File: src/design/mmpq_pkg.sv
// types and codes shared by the min/max priority queue modules
package mmpq_pkg;

    typedef enum logic [1:0] {
        OP_INSERT     = 2'd0,
        OP_REMOVE_MIN = 2'd1,
        OP_REMOVE_MAX = 2'd2
    } op_t;

    typedef enum logic [1:0] {
        STAT_INSERTED  = 2'd0,
        STAT_REMOVED   = 2'd1,
        STAT_UNDERFLOW = 2'd2,
        STAT_OVERFLOW  = 2'd3
    } status_t;

    typedef enum logic {
        S_IDLE = 1'b0,
        S_EXEC = 1'b1
    } state_t;

    // per-cell control from the sequencer
    typedef struct packed {
        logic insert;      // sorted insert of the new value this cycle
        logic remove_min;  // whole row shifts one place toward cell 0
        logic occupied;    // cell index below the entry count
        logic at_end;      // cell index equals the entry count
    } cell_ctl_t;

endpackage

File: src/design/min_max_priority_queue.sv
// top level of the min/max priority queue built from a sorted cell chain
//
// Usage: a command is transferred at a rising edge where start is high and
// busy is low. operation selects insert (value is stored), remove minimum or
// remove maximum. Each command gives exactly one result: done pulses high for
// one cycle with result_value and status. status reports inserted, removed,
// underflow (queue empty) or overflow (queue full or unused operation code);
// result_value is zero except for a successful removal.
// done is registered from the execute state that the transfer leads to. A new
// command is taken only while busy is low; busy is high for the one cycle in
// which the cell row executes the command. The row keeps values sorted with
// the minimum in cell 0: an insert compares the new value in every cell at
// once and shifts the larger entries right, a minimum removal shifts the whole
// row left, a maximum removal takes the last occupied cell.
// Reset clears the entry count and the control state; cell contents are not
// cleared and are never read before being written.
// The receiver cannot stall: done is a single-cycle strobe and results are
// never held back.
module min_max_priority_queue #(
    parameter int CAPACITY   = 16,
    parameter int DATA_WIDTH = 32
) (
    input  logic                         clk,
    input  logic                         rst_n,
    input  logic                         start,
    output logic                         busy,
    input  logic [1:0]                   operation,
    input  logic signed [DATA_WIDTH-1:0] value,
    output logic                         done,
    output logic signed [DATA_WIDTH-1:0] result_value,
    output logic [1:0]                   status
);
    import mmpq_pkg::*;

    localparam int CNT_W = $clog2(CAPACITY + 1);

    state_t                       state_reg, state_next;
    logic [1:0]                   op_reg;
    logic signed [DATA_WIDTH-1:0] val_reg;
    logic [CNT_W-1:0]             count_reg, count_next;
    logic                         done_reg, done_next;
    logic signed [DATA_WIDTH-1:0] result_value_reg, result_value_next;
    logic [1:0]                   status_reg, status_next;

    logic                         accept;
    logic                         do_insert;
    logic                         do_remove_min;
    logic signed [DATA_WIDTH-1:0] cell_value [CAPACITY];
    logic                         cell_gt    [CAPACITY];
    cell_ctl_t                    cell_ctl   [CAPACITY];
    logic signed [DATA_WIDTH-1:0] last_value;

    assign accept = start && (state_reg == S_IDLE);
    assign busy   = (state_reg == S_EXEC);

    // command capture on transfer
    always_ff @(posedge clk)
    begin
        if (accept)
        begin
            op_reg  <= operation;
            val_reg <= value;
        end
    end

    // row operations enabled only when they succeed
    assign do_insert     = (state_reg == S_EXEC) && (op_t'(op_reg) == OP_INSERT)
                           && (count_reg != CNT_W'(CAPACITY));
    assign do_remove_min = (state_reg == S_EXEC) && (op_t'(op_reg) == OP_REMOVE_MIN)
                           && (count_reg != '0);

    // cell row
    for (genvar i = 0; i < CAPACITY; i++)
    begin : g_cell
        assign cell_ctl[i].insert     = do_insert;
        assign cell_ctl[i].remove_min = do_remove_min;
        assign cell_ctl[i].occupied   = (CNT_W'(i) < count_reg);
        assign cell_ctl[i].at_end     = (CNT_W'(i) == count_reg);

        mmpq_cell #(
            .DATA_WIDTH(DATA_WIDTH)
        ) u_cell (
            .clk        (clk),
            .ctl        (cell_ctl[i]),
            .new_value  (val_reg),
            .left_value ((i == 0) ? val_reg : cell_value[(i == 0) ? 0 : i - 1]),
            .left_gt    ((i == 0) ? 1'b0 : cell_gt[(i == 0) ? 0 : i - 1]),
            .right_value((i == CAPACITY - 1) ? cell_value[i]
                                             : cell_value[(i == CAPACITY - 1) ? i : i + 1]),
            .cell_value (cell_value[i]),
            .gt         (cell_gt[i])
        );
    end

    // last occupied cell holds the maximum
    always_comb
    begin
        last_value = '0;
        for (int i = 0; i < CAPACITY; i++)
        begin
            if (count_reg == CNT_W'(i + 1))
            begin
                last_value = last_value | cell_value[i];
            end
        end
    end

    // sequencer next state and result
    always_comb
    begin
        state_next        = state_reg;
        count_next        = count_reg;
        done_next         = 1'b0;
        result_value_next = result_value_reg;
        status_next       = status_reg;
        case (state_reg)
            S_IDLE:
            begin
                if (accept)
                begin
                    state_next = S_EXEC;
                end
            end
            S_EXEC:
            begin
                state_next        = S_IDLE;
                done_next         = 1'b1;
                result_value_next = '0;
                case (op_t'(op_reg))
                    OP_INSERT:
                    begin
                        if (count_reg == CNT_W'(CAPACITY))
                        begin
                            status_next = STAT_OVERFLOW;
                        end
                        else
                        begin
                            status_next = STAT_INSERTED;
                            count_next  = count_reg + 1'b1;
                        end
                    end
                    OP_REMOVE_MIN, OP_REMOVE_MAX:
                    begin
                        if (count_reg == '0)
                        begin
                            status_next = STAT_UNDERFLOW;
                        end
                        else
                        begin
                            status_next       = STAT_REMOVED;
                            count_next        = count_reg - 1'b1;
                            result_value_next = (op_t'(op_reg) == OP_REMOVE_MIN)
                                                ? cell_value[0] : last_value;
                        end
                    end
                    default:
                    begin
                        status_next = STAT_OVERFLOW;
                    end
                endcase
            end
            default:
            begin
                state_next = S_IDLE;
            end
        endcase
    end

    // control registers
    always_ff @(posedge clk or negedge rst_n)
    begin
        if (!rst_n)
        begin
            state_reg <= S_IDLE;
            count_reg <= '0;
            done_reg  <= 1'b0;
        end
        else
        begin
            state_reg <= state_next;
            count_reg <= count_next;
            done_reg  <= done_next;
        end
    end

    // result payload
    always_ff @(posedge clk)
    begin
        result_value_reg <= result_value_next;
        status_reg       <= status_next;
    end

    assign done         = done_reg;
    assign result_value = result_value_reg;
    assign status       = status_reg;

endmodule

File: src/design/mmpq_cell.sv
// one cell of the sorted value chain
module mmpq_cell #(
    parameter int DATA_WIDTH = 32
) (
    input  logic                         clk,
    input  mmpq_pkg::cell_ctl_t          ctl,
    input  logic signed [DATA_WIDTH-1:0] new_value,
    input  logic signed [DATA_WIDTH-1:0] left_value,
    input  logic                         left_gt,
    input  logic signed [DATA_WIDTH-1:0] right_value,
    output logic signed [DATA_WIDTH-1:0] cell_value,
    output logic                         gt
);
    import mmpq_pkg::*;

    logic signed [DATA_WIDTH-1:0] value_reg;
    logic signed [DATA_WIDTH-1:0] value_next;

    // this entry is larger than the incoming value
    assign gt         = ctl.occupied && (value_reg > new_value);
    assign cell_value = value_reg;

    // take the left neighbor while shifting right, the new value at the insert point
    always_comb
    begin
        value_next = value_reg;
        if (ctl.insert && (gt || ctl.at_end))
        begin
            value_next = left_gt ? left_value : new_value;
        end
        else if (ctl.remove_min)
        begin
            value_next = right_value;
        end
    end

    // entry storage, meaningful only below the entry count
    always_ff @(posedge clk)
    begin
        value_reg <= value_next;
    end

endmodule

File: config.mk
export PLATFORM = sky130hd
export DESIGN_NAME = min_max_priority_queue
export DESIGN_NICKNAME = d
export VERILOG_FILES = /design/src/design/mmpq_pkg.sv /design/src/design/min_max_priority_queue.sv /design/src/design/mmpq_cell.sv
export SDC_FILE = /design/constraint.sdc
export NUM_CORES = 2
export LEC_CHECK = 0
export BUFFER_PORTS_ARGS = -buffer_cell sky130_fd_sc_hd__buf_2
export CORE_MARGIN = 10
export CORE_UTILIZATION = 32
export CTS_CLUSTER_DIAMETER = 60
export DETAILED_ROUTE_END_ITERATION = 10
export GPL_TIMING_DRIVEN = 0
export PLACE_DENSITY = 0.58
export REMOVE_ABC_BUFFERS = 1
export SYNTH_ARGS = -nofsm -noshare
export SYNTH_HDL_FRONTEND = slang
export SYNTH_SLANG_ARGS = --single-unit
File: constraint.sdc
create_clock -name clk -period 7.2 [get_ports clk]
set_input_delay 1.08 -clock clk [delete_from_list [all_inputs] [get_ports clk]]
set_output_delay 1.08 -clock clk [all_outputs]
set_load 0.05 [all_outputs]
==> results by group <==
Run status
  • Run status: finished with violations
  • Failing checks: capacitance limit, slew limit, setup timing

Layout
  • Max reg flops: approximately 500
  • Final #Nets: 4466
  • Share of cells above drive strength 1: 0.2111
  • Synth-to-Final Area Change: 15.25%
  • Fin cells: just under 6k
  • Commonest non-fill, non-tap cell in the layout: edfxtp_1
  • Final Cell Area: between 50000 and 60000 um2
  • Most frequent cells in the layout: 580 x edfxtp_1, 519 x ha_1, 433 x mux2_2, 433 x mux2i_1, 246 x a21oi_1

Timing
  • Slew Limit Fails: 7
  • Final worst slack: -80.89 ps
  • RSZ-0062 raised after global routing: false
  • Final period utilization: 1.011
  • Skew final: 36.50 ps
  • Hold Fails Final Rpt: 0
  • Minimum clock period: 7281 ps
  • Setup violators final: 18
  • Setup TNS: -914.9 ps
  • Fmax: 137.3 MHz
  • Worst slew pin tran: around 1600 ps
  • Slew HR: -0.07404

CTS
  • Clock slew at reported path FFs: 60 ps
  • Sink Count: 587
  • CTS Buf Count: a little over 80
  • Clock buffer depth: 3
  • Hold buffers post-CTS: 0
  • CTS tree: yes
  • Worst skew pair latency: 730 ps
  • Setup repair bufs after CTS: 0
  • CTS H-tree depth: 3
  • CTS resizes: 1
  • Clock Tree Root: clkbuf_16

Worst setup path
  • CP max stage cell: edfxtp_1
  • Crit start category: flip-flop
  • Worst reg2reg startpoint: val_reg[31]
  • Worst EP required: 7590 ps
  • Crit path buf inv count: 4
  • FF-to-FF path depth: 13
  • CP Cell Sequence: inv_1 > ha_1 > nand4_1 > nor4_1 > nor3b_2 > o311ai_0 > a31oi_1 > o21ai_4 > buf_16 > a21oi_4 > buf_16 > nand2b_2 > buf_12
  • Worst Path Max Fanout: 20
  • Crit path DAT: around 7700 ps
  • CP peak stage delay: 810 ps
  • Largest delay share family, worst path: simple AND/OR/NAND/NOR gates
  • Crit Reg-Reg Endpoint: g_cell[14].u_cell.cell_value[14]
  • Worst Setup End Kind: flip-flop
  • Top cell by count, worst path: buf_16
  • Crit Path Class: flip-flop to flip-flop
  • R2R Setup Slk: -80 ps

Power and ir drop
  • Peak VDD IR: 0.2151 mV
  • Pleak: 20.41 nW
  • Power Density: 271.0 nW/um2

Place
  • Dpl cells: 5620
  • Placed cell areas: 48710 um2
  • PortBufs: 72
  • Final GP Congestion: 0.9800
  • Dpl hpwl: 149900 um

Global routing
  • Vias in the first global route: 35.48k
  • GRT Resource Usage Total: 0.2556
  • First-pass GRT wire length: 280100 um
  • Initial antenna violation count: 11
  • Largest net degree at the start of global routing: 34
  • Gr ovfl total: 0

Die
  • Full die area: 154400 um2
  • Core Region: 137800 um2
  • Chip Width: 392.9 um
  • # IOs: 73
  • Die height: ~400 um
  • Initial Utilization: 0.3228
  • Cell row count: 136

Yosys
  • Synth area leaders: edfxtp_1 39%, ha_1 15%, mux2_2 11%
  • Sequential-to-total area share from yosys stat: 0.3954
  • Async SR Flop Fraction: 0.01193
  • Synthesized area: roughly 44000 um2
  • Post-synth top area share: 0.3914
  • Largest area contributor in the netlist: edfxtp_1
  • #FFs+latches synth: 587
  • Mapped Cells: 3848
  • Number of flops mapped to enable cells by yosys: 580
  • Synthesis Warnings: 0
  • Top_reg_cell synth: edfxtp_1
  • Netlist cell types: 69
  • Mapped Avg Cell Area: approximately 12 um2

Route
  • # DRC: 0
  • Iteration-0 DRC Markers: slightly above 5k
  • Iteration count of the initial detailed-routing pass: 6
  • Via density per instance: around 6.4
  • Wire per inst: 35.42 um
  • Routed via count: 37.09k
  • Routed WL: 204400 um
  • Antenna-violating nets left: 0

Worst hold path
  • Worst min-delay path category: input port to asynchronous set/reset pin

Job
  • Max-cap violations: 4
per-stage QoR:
stage / power (mW) / worst slack (ps) / hold slack (ps) / util
finish: 13.90 / -80.89 / 244.4 / 0.3721
global route: 14.19 / 0.4610 / 237.0 / 0.3721
CTS: 13.72 / 153.3 / 207.9 / 0.3720
detailed placement: 9.684 / -173.9 / 632.2 / 0.3534
global placement: 9.315 / -10180 / 627.9 / 0.3347
floorplan: 7.341 / 384.9 / 579.2 / -
cell families after synthesis:
logic type / count (synthesis) / share of synthesized area
buffers and inverters: 431 / 0.04108
and+or+nand+nor: 589 / 0.07044
adders and majority gates: 520 / 0.1462
muxes: 928 / 0.2250
xor gates and xnor gates: 5 / 0.0009841
AOI/OAI and AO/OA: 788 / 0.1210
DFF: 587 / 0.3954
how the worst max path moves through the flow:
stage	slack [ps]	to	from	depth (start not counted)
after floorplan	380	g_cell[12].u_cell.cell_value[0]	val_reg[30]	10
after global placement	-10180	g_cell[12].u_cell.cell_value[13]	val_reg[31]	10
after detailed placement	-170	g_cell[14].u_cell.cell_value[14]	val_reg[31]	13
after CTS	150	g_cell[14].u_cell.cell_value[14]	val_reg[31]	13
after global routing	0.5	g_cell[14].u_cell.cell_value[14]	val_reg[31]	13
final	-80	g_cell[14].u_cell.cell_value[14]	val_reg[31]	13
layout make-up:
type | instances | area (um2)
fill | 13284 | 86550
multi-input combinational | 2830 | 25550
sequential | 587 | 17600
timing repair buffer | 179 | 2475
tap | 1794 | 2245
clock buffer | 96 | 2083
inverter | 230 | 863.3
clock inverter | 53 | 473.0
antenna | 1 | 2.502
Yosys cell counts, drive strengths merged (8+ instances only):
cell type / count
a2111oi: 12
a211oi: 11
a21boi: 9
a21o: 52
a21oi: 256
a221o: 21
a221oi: 121
a22o: 30
a22oi: 92
a31oi: 18
and3: 16
and4: 26
buf: 90
clkbuf: 111
edfxtp: 580
ha: 520
inv: 230
mux2: 495
mux2i: 433
nand2: 123
nand2b: 24
nand3: 79
nand4: 120
nor2: 90
nor2b: 23
nor3: 26
nor3b: 8
nor4: 25
o211ai: 17
o21a: 8
o21ai: 94
o22ai: 13
layer usage:
layer / global-route usage / vias to the layer above / share of wire
li1: - / 15346 / -
met1: 0.3255 / 18317 / 0.38
met2: 0.3741 / 2681 / 0.42
met3: 0.08315 / 732 / 0.13
met4: 0.1544 / 14 / 0.073
met5: 0 / - / 0.00050
report_power, final:
group,total (mW),switching [mW],internal [mW]
combinational,5.28,3.24,2.04
sequential,4.55,0.399,4.15
clock,4.07,1.79,2.27
total,13.9,5.44,8.46
worst register-to-register path, stage by stage, from the launching register on:
cell	delay, ps
edfxtp_1	810
inv_1	620
ha_1	620
nand4_1	240
nor4_1	750
nor3b_2	650
o311ai_0	470
a31oi_1	380
o21ai_4	260
buf_16	270
a21oi_4	730
buf_16	240
nand2b_2	590
buf_12	280
No activity file was read; power rests on OpenSTA's default activity.
